[src/rtl/fswt_pkg.sv]
// Shared types, register codes and reset values for the FSK square-wave transmitter.
// Used by every module of the block; it depends on nothing.
package fswt_pkg;

  localparam int BITS_PER_SYMBOL = 8;
  localparam int BIT_IDX_W       = 3;
  localparam int BOUND_W         = 4;
  localparam int TIME_W          = 16;

  typedef logic [TIME_W-1:0]    time_t;
  typedef logic [BIT_IDX_W-1:0] bit_idx_t;
  typedef logic [BOUND_W-1:0]   bound_t;
  typedef logic [2:0]           cfg_idx_t;

  // Configuration register indexes.
  localparam cfg_idx_t REG_MARK_HIGH   = 3'd0;
  localparam cfg_idx_t REG_MARK_LOW    = 3'd1;
  localparam cfg_idx_t REG_MARK_CYCLES = 3'd2;
  localparam cfg_idx_t REG_SPACE_HIGH  = 3'd3;
  localparam cfg_idx_t REG_SPACE_LOW   = 3'd4;
  localparam cfg_idx_t REG_SPACE_CYC   = 3'd5;

  // Register reset values.
  localparam time_t RST_MARK_HIGH   = 16'd416;
  localparam time_t RST_MARK_LOW    = 16'd417;
  localparam time_t RST_MARK_CYCLES = 16'd1;
  localparam time_t RST_SPACE_HIGH  = 16'd227;
  localparam time_t RST_SPACE_LOW   = 16'd227;
  localparam time_t RST_SPACE_CYC   = 16'd2;

  // Request modes.
  localparam logic MODE_TICK = 1'b0;
  localparam logic MODE_LOAD = 1'b1;

  // One tone's timing plus values derived from it.
  typedef struct packed {
    time_t high;
    time_t low;
    time_t cycles;
    logic  nonempty;   // tone produces at least one tick
    logic  start_low;  // high phase is empty, a cycle opens in the low phase
    time_t start_time; // length of the first non-empty phase of a cycle
  } tone_t;

  // Result of the next-bit search.
  typedef struct packed {
    logic     found;
    bit_idx_t idx;
  } find_t;

  // One result item.
  typedef struct packed {
    logic pin_level;
    logic busy_res;
    logic load_refused;
  } res_t;

endpackage

[src/rtl/fswt_cfg_regs.sv]
// Configuration registers of the FSK transmitter and the per-tone derived values.
// Depends on fswt_pkg.
module fswt_cfg_regs (
  input  logic               clk_i,
  input  logic               rst_ni,
  input  logic               wr_en_i,
  input  fswt_pkg::cfg_idx_t wr_idx_i,
  input  fswt_pkg::time_t    wr_data_i,
  output fswt_pkg::tone_t    mark_o,
  output fswt_pkg::tone_t    space_o
);

  fswt_pkg::time_t mark_high_q, mark_low_q, mark_cyc_q;
  fswt_pkg::time_t space_high_q, space_low_q, space_cyc_q;

  always_ff @(posedge clk_i or negedge rst_ni) begin
    if (!rst_ni) begin
      mark_high_q  <= fswt_pkg::RST_MARK_HIGH;
      mark_low_q   <= fswt_pkg::RST_MARK_LOW;
      mark_cyc_q   <= fswt_pkg::RST_MARK_CYCLES;
      space_high_q <= fswt_pkg::RST_SPACE_HIGH;
      space_low_q  <= fswt_pkg::RST_SPACE_LOW;
      space_cyc_q  <= fswt_pkg::RST_SPACE_CYC;
    end else if (wr_en_i) begin
      unique case (wr_idx_i)
        fswt_pkg::REG_MARK_HIGH:   mark_high_q  <= wr_data_i;
        fswt_pkg::REG_MARK_LOW:    mark_low_q   <= wr_data_i;
        fswt_pkg::REG_MARK_CYCLES: mark_cyc_q   <= wr_data_i;
        fswt_pkg::REG_SPACE_HIGH:  space_high_q <= wr_data_i;
        fswt_pkg::REG_SPACE_LOW:   space_low_q  <= wr_data_i;
        fswt_pkg::REG_SPACE_CYC:   space_cyc_q  <= wr_data_i;
        default: ; // Writes beyond the register list are dropped.
      endcase
    end
  end

  always_comb begin
    mark_o.high       = mark_high_q;
    mark_o.low        = mark_low_q;
    mark_o.cycles     = mark_cyc_q;
    mark_o.nonempty   = (mark_cyc_q != '0) && ((mark_high_q | mark_low_q) != '0);
    mark_o.start_low  = (mark_high_q == '0);
    mark_o.start_time = (mark_high_q == '0) ? mark_low_q : mark_high_q;

    space_o.high       = space_high_q;
    space_o.low        = space_low_q;
    space_o.cycles     = space_cyc_q;
    space_o.nonempty   = (space_cyc_q != '0) && ((space_high_q | space_low_q) != '0);
    space_o.start_low  = (space_high_q == '0);
    space_o.start_time = (space_high_q == '0) ? space_low_q : space_high_q;
  end

endmodule

[src/rtl/fswt_bit_find.sv]
// Finds the most significant bit below a bound whose tone is not empty.
// Depends on fswt_pkg.
module fswt_bit_find (
  input  logic [fswt_pkg::BITS_PER_SYMBOL-1:0] bits_i,
  input  fswt_pkg::bound_t                     bound_i,
  input  logic                                 mark_ne_i,
  input  logic                                 space_ne_i,
  output fswt_pkg::find_t                      find_o
);

  logic [fswt_pkg::BITS_PER_SYMBOL-1:0] cand;

  always_comb begin
    for (int k = 0; k < fswt_pkg::BITS_PER_SYMBOL; k++) begin
      cand[k] = (bits_i[k] ? space_ne_i : mark_ne_i) &&
                (fswt_pkg::BOUND_W'(k) < bound_i);
    end
  end

  // Higher candidates overwrite lower ones, so the highest one wins.
  always_comb begin
    find_o.found = |cand;
    find_o.idx   = '0;
    for (int k = 0; k < fswt_pkg::BITS_PER_SYMBOL; k++) begin
      if (cand[k]) begin
        find_o.idx = fswt_pkg::BIT_IDX_W'(k);
      end
    end
  end

endmodule

[src/rtl/fswt_core.sv]
// Transmit state of the FSK modulator: bit, cycle and phase counters and the result logic.
// Depends on fswt_pkg and fswt_bit_find.
module fswt_core (
  input  logic                                 clk_i,
  input  logic                                 rst_ni,
  input  logic                                 accept_i,
  input  logic                                 mode_i,
  input  logic [fswt_pkg::BITS_PER_SYMBOL-1:0] data_i,
  input  fswt_pkg::tone_t                      mark_i,
  input  fswt_pkg::tone_t                      space_i,
  output fswt_pkg::res_t                       res_o
);

  logic [fswt_pkg::BITS_PER_SYMBOL-1:0] shift_q, shift_d;
  fswt_pkg::bit_idx_t                   bit_q, bit_d;
  fswt_pkg::time_t                      cyc_q, cyc_d;
  logic                                 low_q, low_d;
  fswt_pkg::time_t                      ptl_q, ptl_d;
  logic                                 active_q, active_d;

  logic                                 is_load;
  logic [fswt_pkg::BITS_PER_SYMBOL-1:0] search_bits;
  fswt_pkg::bound_t                     search_bound;
  fswt_pkg::find_t                      find;
  fswt_pkg::tone_t                      cur_tone, new_tone;
  fswt_pkg::time_t                      ptl_dec, cyc_dec;

  assign is_load = (mode_i == fswt_pkg::MODE_LOAD);

  // A load searches the whole new byte, a tick searches the bits below the current one.
  assign search_bits  = is_load ? data_i : shift_q;
  assign search_bound = is_load ? fswt_pkg::BOUND_W'(fswt_pkg::BITS_PER_SYMBOL)
                                : {1'b0, bit_q};

  fswt_bit_find u_bit_find (
    .bits_i     (search_bits),
    .bound_i    (search_bound),
    .mark_ne_i  (mark_i.nonempty),
    .space_ne_i (space_i.nonempty),
    .find_o     (find)
  );

  assign cur_tone = shift_q[bit_q] ? space_i : mark_i;
  assign new_tone = search_bits[find.idx] ? space_i : mark_i;
  assign ptl_dec  = ptl_q - 1'b1;
  assign cyc_dec  = cyc_q - 1'b1;

  always_comb begin
    shift_d  = shift_q;
    bit_d    = bit_q;
    cyc_d    = cyc_q;
    low_d    = low_q;
    ptl_d    = ptl_q;
    active_d = active_q;
    res_o    = '0;

    if (!is_load) begin
      if (active_q) begin
        res_o.pin_level = !low_q;
        res_o.busy_res  = 1'b1;
        if (ptl_dec != '0) begin
          ptl_d = ptl_dec;
        end else if (!low_q && (cur_tone.low != '0)) begin
          low_d = 1'b1;
          ptl_d = cur_tone.low;
        end else if ((cyc_dec != '0) && ((cur_tone.high | cur_tone.low) != '0)) begin
          cyc_d = cyc_dec;
          low_d = cur_tone.start_low;
          ptl_d = cur_tone.start_time;
        end else if (find.found) begin
          bit_d = find.idx;
          cyc_d = new_tone.cycles;
          low_d = new_tone.start_low;
          ptl_d = new_tone.start_time;
        end else begin
          active_d = 1'b0;
        end
      end
    end else if (active_q) begin
      res_o.load_refused = 1'b1;
      res_o.busy_res     = 1'b1;
      res_o.pin_level    = !low_q;
    end else begin
      shift_d  = data_i;
      active_d = find.found;
      if (find.found) begin
        bit_d = find.idx;
        cyc_d = new_tone.cycles;
        low_d = new_tone.start_low;
        ptl_d = new_tone.start_time;
      end
      res_o.busy_res  = find.found;
      res_o.pin_level = find.found && !new_tone.start_low;
    end
  end

  always_ff @(posedge clk_i or negedge rst_ni) begin
    if (!rst_ni) begin
      shift_q  <= '0;
      bit_q    <= fswt_pkg::BIT_IDX_W'(fswt_pkg::BITS_PER_SYMBOL - 1);
      cyc_q    <= '0;
      low_q    <= 1'b0;
      ptl_q    <= '0;
      active_q <= 1'b0;
    end else if (accept_i) begin
      shift_q  <= shift_d;
      bit_q    <= bit_d;
      cyc_q    <= cyc_d;
      low_q    <= low_d;
      ptl_q    <= ptl_d;
      active_q <= active_d;
    end
  end

endmodule

[src/rtl/fsk_square_wave_transmitter_top.sv]
// Top level of the binary FSK square-wave transmitter.
// Depends on fswt_pkg, fswt_cfg_regs, fswt_core and fswt_bit_find.
//
// Usage:
// The input channel carries one request per microsecond tick (mode 0) or a
// byte load (mode 1). The byte is sent most significant bit first; a 0 bit
// sends the mark tone and a 1 bit the space tone, each as a whole number of
// square-wave cycles timed by the configuration registers.
// Every request produces exactly one result on the output channel: the pin
// level for that tick, the busy flag and a flag that marks a refused load.
// A load that arrives while a byte is still going out is dropped.
// The result of an accepted request is registered in the output buffer.
// Throughput is one request per cycle while in_ready_o is high; the transmit
// counters are updated in a single pass between the state registers and the
// result register, so back-to-back requests never wait on each other.
// The output has a two-entry skid buffer, so one more request is taken while
// a result waits. When the receiver stalls with both entries full, in_ready_o
// drops until a result is taken.
// The configuration port is always ready and should be written only while
// no request is in flight. A write during a byte leaves the running phase
// alone; later phases use the new lengths and the next bit the new cycle count.
// Reset restores the register defaults, puts the block in the idle state, in
// which ticks report the pin low, and empties the output buffer.
module fsk_square_wave_transmitter_top (
  input  logic                                 clk_i,
  input  logic                                 rst_ni,
  // Configuration write channel.
  input  logic                                 cfg_valid_i,
  output logic                                 cfg_ready_o,
  input  fswt_pkg::cfg_idx_t                   cfg_index_i,
  input  fswt_pkg::time_t                      cfg_data_i,
  // Request channel.
  input  logic                                 in_valid_i,
  output logic                                 in_ready_o,
  input  logic                                 mode_i,
  input  logic [fswt_pkg::BITS_PER_SYMBOL-1:0] data_byte_i,
  // Result channel.
  output logic                                 out_valid_o,
  input  logic                                 out_ready_i,
  output logic                                 pin_level_o,
  output logic                                 busy_res_o,
  output logic                                 load_refused_o
);

  fswt_pkg::tone_t mark, space;
  fswt_pkg::res_t  res_new;
  fswt_pkg::res_t  out_q, out_d, skid_q, skid_d;
  logic            out_valid_q, out_valid_d, skid_valid_q, skid_valid_d;
  logic            in_accept, out_take;

  // The registers take a write whenever it is valid, so the port never stalls.
  assign cfg_ready_o = 1'b1;

  fswt_cfg_regs u_cfg_regs (
    .clk_i     (clk_i),
    .rst_ni    (rst_ni),
    .wr_en_i   (cfg_valid_i),
    .wr_idx_i  (cfg_index_i),
    .wr_data_i (cfg_data_i),
    .mark_o    (mark),
    .space_o   (space)
  );

  // A request is taken whenever the skid entry is free.
  assign in_ready_o = !skid_valid_q;
  assign in_accept  = in_valid_i && in_ready_o;
  assign out_take   = out_valid_q && out_ready_i;

  fswt_core u_core (
    .clk_i    (clk_i),
    .rst_ni   (rst_ni),
    .accept_i (in_accept),
    .mode_i   (mode_i),
    .data_i   (data_byte_i),
    .mark_i   (mark),
    .space_i  (space),
    .res_o    (res_new)
  );

  // Output register plus skid entry. The skid entry is empty whenever a
  // request is accepted, so a new result goes to the output register if it
  // is free this cycle and otherwise parks in the skid entry.
  always_comb begin
    out_d        = out_q;
    skid_d       = skid_q;
    out_valid_d  = out_valid_q;
    skid_valid_d = skid_valid_q;
    if (in_accept) begin
      if (!out_valid_q || out_take) begin
        out_d       = res_new;
        out_valid_d = 1'b1;
      end else begin
        skid_d       = res_new;
        skid_valid_d = 1'b1;
      end
    end else if (out_take) begin
      if (skid_valid_q) begin
        out_d        = skid_q;
        skid_valid_d = 1'b0;
      end else begin
        out_valid_d = 1'b0;
      end
    end
  end

  always_ff @(posedge clk_i or negedge rst_ni) begin
    if (!rst_ni) begin
      out_valid_q  <= 1'b0;
      skid_valid_q <= 1'b0;
    end else begin
      out_valid_q  <= out_valid_d;
      skid_valid_q <= skid_valid_d;
    end
  end

  always_ff @(posedge clk_i) begin
    out_q  <= out_d;
    skid_q <= skid_d;
  end

  assign out_valid_o    = out_valid_q;
  assign pin_level_o    = out_q.pin_level;
  assign busy_res_o     = out_q.busy_res;
  assign load_refused_o = out_q.load_refused;

`ifndef SYNTHESIS
  // The skid entry only fills behind a waiting output result.
  a_skid_behind_out: assert property (@(posedge clk_i) disable iff (!rst_ni)
    skid_valid_q |-> out_valid_q)
    else $error("skid entry holds a result while the output register is empty");

  // A refused load can only come from a busy transmitter.
  a_refused_is_busy: assert property (@(posedge clk_i) disable iff (!rst_ni)
    (out_valid_o && load_refused_o) |-> busy_res_o)
    else $error("refused load reported while not busy");

  // The pin stays low whenever the transmitter is idle.
  a_idle_pin_low: assert property (@(posedge clk_i) disable iff (!rst_ni)
    (out_valid_o && !busy_res_o) |-> !pin_level_o)
    else $error("pin high while idle");

  // A full buffer with a stalled receiver keeps both entries next cycle.
  a_full_holds: assert property (@(posedge clk_i) disable iff (!rst_ni)
    (skid_valid_q && !out_ready_i) |=> (skid_valid_q && out_valid_q))
    else $error("buffered result lost during a stall");
`endif

endmodule
[config.mk]
export PLATFORM = sky130hd
export DESIGN_NAME = fsk_square_wave_transmitter_top
export DESIGN_NICKNAME = d
export VERILOG_FILES = /design/src/rtl/fswt_pkg.sv /design/src/rtl/fswt_cfg_regs.sv /design/src/rtl/fswt_bit_find.sv /design/src/rtl/fswt_core.sv /design/src/rtl/fsk_square_wave_transmitter_top.sv
export SDC_FILE = /design/constraint.sdc
export NUM_CORES = 1
export LEC_CHECK = 0
export ABC_AREA = 1
export BUFFER_PORTS_ARGS = -buffer_cell sky130_fd_sc_hd__clkbuf_2
export CAP_MARGIN = 20
export CORE_ASPECT_RATIO = 0.9
export CORE_UTILIZATION = 45
export CTS_CLUSTER_SIZE = 16
export DETAILED_ROUTE_END_ITERATION = 10
export GPL_ROUTABILITY_DRIVEN = 0
export PLACE_DENSITY = 0.72
export SETUP_SLACK_MARGIN = 0.02
export SLEW_MARGIN = 20
export SYNTH_ARGS = -nofsm -noshare
export SYNTH_HDL_FRONTEND = slang
export SYNTH_SLANG_ARGS = --single-unit
[constraint.sdc]
create_clock -name clk_i -period 4.5 [get_ports clk_i]
set_clock_uncertainty 0.1 [all_clocks]
set_input_delay 0.225 -clock clk_i [delete_from_list [all_inputs] [get_ports clk_i]]
set_output_delay 0.225 -clock clk_i [all_outputs]
set_load 0.02 [all_outputs]
==> out/qor.txt <==
status = finished clean
dpl cells = 1618
Hold Path End = u_cfg_regs.mark_high_q[7]
ANT nets after route = 0
total CTS buffers = 17
ys flop type = dfrtp_1
worst r2r src = u_core.bit_q[1]
cell taking the most area after synthesis = dfrtp_1
Die Wd = 155 um
maximum vdd drop = 266 uV
R2R cell count = 18
CTS root buffer = clkbuf_16
PwrDens = 467 mW/mm^2
Pleak = 5.05 nW
crit path capture type = flip-flop
Setup Buffers After CTS = 0
DRT Pass-1 Iters = 5
Max Cap Viol = 0
syn_nets = 1384
share of the synthesized area in the top cell type = 0.319
routed length per placed instance = 16.2 um
Filler Cell Count = 2024
CP Launch Type = flip-flop
final setup TNS = 0 ns
GR Overflow Total = 0
vias in the first global route = 8151
Initial Utilization = 0.458
Clock Sinks = 149
Final setup violation count = 0
Period Utilization, post-route = 0.887
synthesized area per cell = 7.06 um^2
Core Area = 0.0207 mm^2
final hold violations = 0
DIE HEIGHT = 140 um
H-tree levels = 4
CTS Hold Buffers Added = 9
gr usage total = 0.256
initial antenna violation count = 0
Max Transition Viols Final = 0
fraction of registers with async set/reset = 0.960
Detailed Place HPWL = 19300 um
Cell variety after synth = 56
hold depth = 3
RSZ-0062 raised after global routing = false
nets = 1400
RR Endpoint = u_core.bit_q[1]
clk_lat worst skew = 0.44 ns
PortBufs = 37
Hold Crit Class = primary input to flip-flop
Routed WL = 26900 um
commonest non-fill, non-tap cell in the layout = nand2_1
post-synthesis cell area = 0.00949 mm^2
Req. time, crit path = 4.75 ns
crit-path max FO = 34
yosys warns = 0
worst slew pin tran = 1.00 ns
fin crit period = 3.99 ns
num ports = 39
pin count of the biggest net entering global routing = 71
via count = 9022
DRC Markers = 0
first-pass GRT wire length = 43200 um
Max Freq = 0.251 GHz
post-synthesis sequential area ratio = 0.399
arrival time worst endpoint = 4.25 ns
Hold Startpoint = cfg_data_i[7]
DRT iter0 DRCs = 1030
flop-to-flop setup slack = 0.51 ns
CTS tree = built
Area contributors post-synth = dfrtp_1 (32%), nand2_1 (14%), o21ai_0 (7.7%)
Longest Clk Path Bufs = 2
critical path type = flip-flop to flip-flop
most frequent cells in the layout = nand2_1 (364), o21ai_0 (146), inv_1 (129)
clock-pin slew on the worst setup and hold paths = 0.07 ns
Yosys reg bits = 149
P&R area growth vs syn = 10.8%
Gate Count Post-Synth = 1344
slew margin rel. = 0.331
layout cells sized above 1 = 0.124
Post-synth EDFFs = 6
Ant. Diodes = 0
cts repair resizes = 0
Post-Layout Cell Count = 1659
die area = 0.0217 mm^2
Row Count = 50
via/cell ratio = 5.44
stage by stage:
stage	power, W	worst slack [ns]	hold WS [ns]	util	area, um^2
global route	0.00520	0.201	0.0812	0.507	10500
detailed placement	0.00340	0.552	0.204	0.474	9820
global placement	0.00336	0.575	0.196	0.474	9820
floorplan	0.00299	1.68	-0.171	-	9490
CTS	0.00489	0.528	0.0592	0.507	10500
finish	0.00490	0.509	0.0505	0.507	10500
per-layer routing:
| metal | part of all wire | vias to the layer above | track usage | routed length [um] |
|---|---|---|---|---|
| met5 | 0 | - | 0 | 0 |
| met4 | 0.015 | 0 | 0.0698 | 408 |
| met3 | 0.089 | 27 | 0.0576 | 2410 |
| met2 | 0.43 | 398 | 0.373 | 11600 |
| met1 | 0.46 | 4181 | 0.377 | 12500 |
| li1 | - | 4416 | - | - |
flip-flops by register name, indices dropped and copies added (netlist names):
register and count:
pin_level_o 1, u_core.cyc_q 16, out_valid_o 1, load_refused_o 1
u_cfg_regs.space_low_q 16, u_core.shift_q 8, u_core.low_q 1, u_core.active_q 1
busy_res_o 1, skid_q 3, u_core.ptl_q 16, u_cfg_regs.mark_low_q 16
u_cfg_regs.space_cyc_q 16, skid_valid_q 1, u_core.bit_q 3, u_cfg_regs.mark_high_q 16
u_cfg_regs.mark_cyc_q 16, u_cfg_regs.space_high_q 16
worst max-delay path, cell delays in order, from the launching register on:
cell and delay [ns]:
dfstp_2 0.59, inv_2 0.06, a21oi_1 0.10, o21ai_1 0.09
nand3_2 0.17, nand2_2 0.34, buf_4 0.34, nand2_1 0.08
nand2_1 0.06, nor4_1 0.31, nand4_1 0.22, or2_1 0.29
nand2_4 0.25, inv_4 0.10, nand2_8 0.20, inv_2 0.11
nor3_4 0.31, nand2_1 0.08, o21ai_0 0.09
how the worst max path moves through the flow:
stage	cells after the start	end	slack [ns]	from
5_1_grt	16	u_core.bit_q[1]	0.20	u_core.bit_q[0]
3_5_place_dp	18	u_core.bit_q[1]	0.55	u_core.bit_q[1]
6_report	18	u_core.bit_q[1]	0.51	u_core.bit_q[1]
4_1_cts	18	u_core.bit_q[1]	0.53	u_core.bit_q[1]
2_1_floorplan	19	u_core.cyc_q[15]	1.68	u_core.cyc_q[0]
3_3_place_gp	16	u_core.bit_q[1]	0.58	u_core.bit_q[0]
logic make-up after synthesis:
family                     share of synthesized area
adders and majority gates                    0.00923
muxes                                         0.0137
buffers and inverters                         0.0993
xor gates and xnor gates                      0.0203
AOI/OAI and AO/OA                              0.190
and+or+nand+nor                                0.268
DFF                                            0.399
other                                       0.000395
synth_stat cells (all sizes together), types with 6 or more instances:
cell / number
nand4: 9
o211ai: 23
dfrtp: 121
nor2: 97
edfxtp: 6
nand3: 88
nand2: 371
or2: 6
mux2i: 13
nor4: 6
dfstp: 22
o21ai: 200
inv: 166
xor2: 20
clkbuf: 33
nor3: 13
buf: 27
ha: 7
a21oi: 87
report_power, final:
| group | internal (W) | switching [W] | total [W] |
|---|---|---|---|
| logic | 0.000497 | 0.000885 | 0.00138 |
| clock network | 0.000837 | 0.000635 | 0.00147 |
| registers | 0.00170 | 0.000350 | 0.00205 |
| total | 0.00303 | 0.00187 | 0.00490 |
final cells by class:
type	instances	area, um^2	area share
multi-input combinational	965	4760	0.453
sequential	149	3790	0.360
inverter	170	641	0.0610
clock buffer	18	429	0.0408
timing repair buffer	57	364	0.0347
tap	286	358	0.0341
clock inverter	14	166	0.0158
No activity file was read; power rests on OpenSTA's default activity.
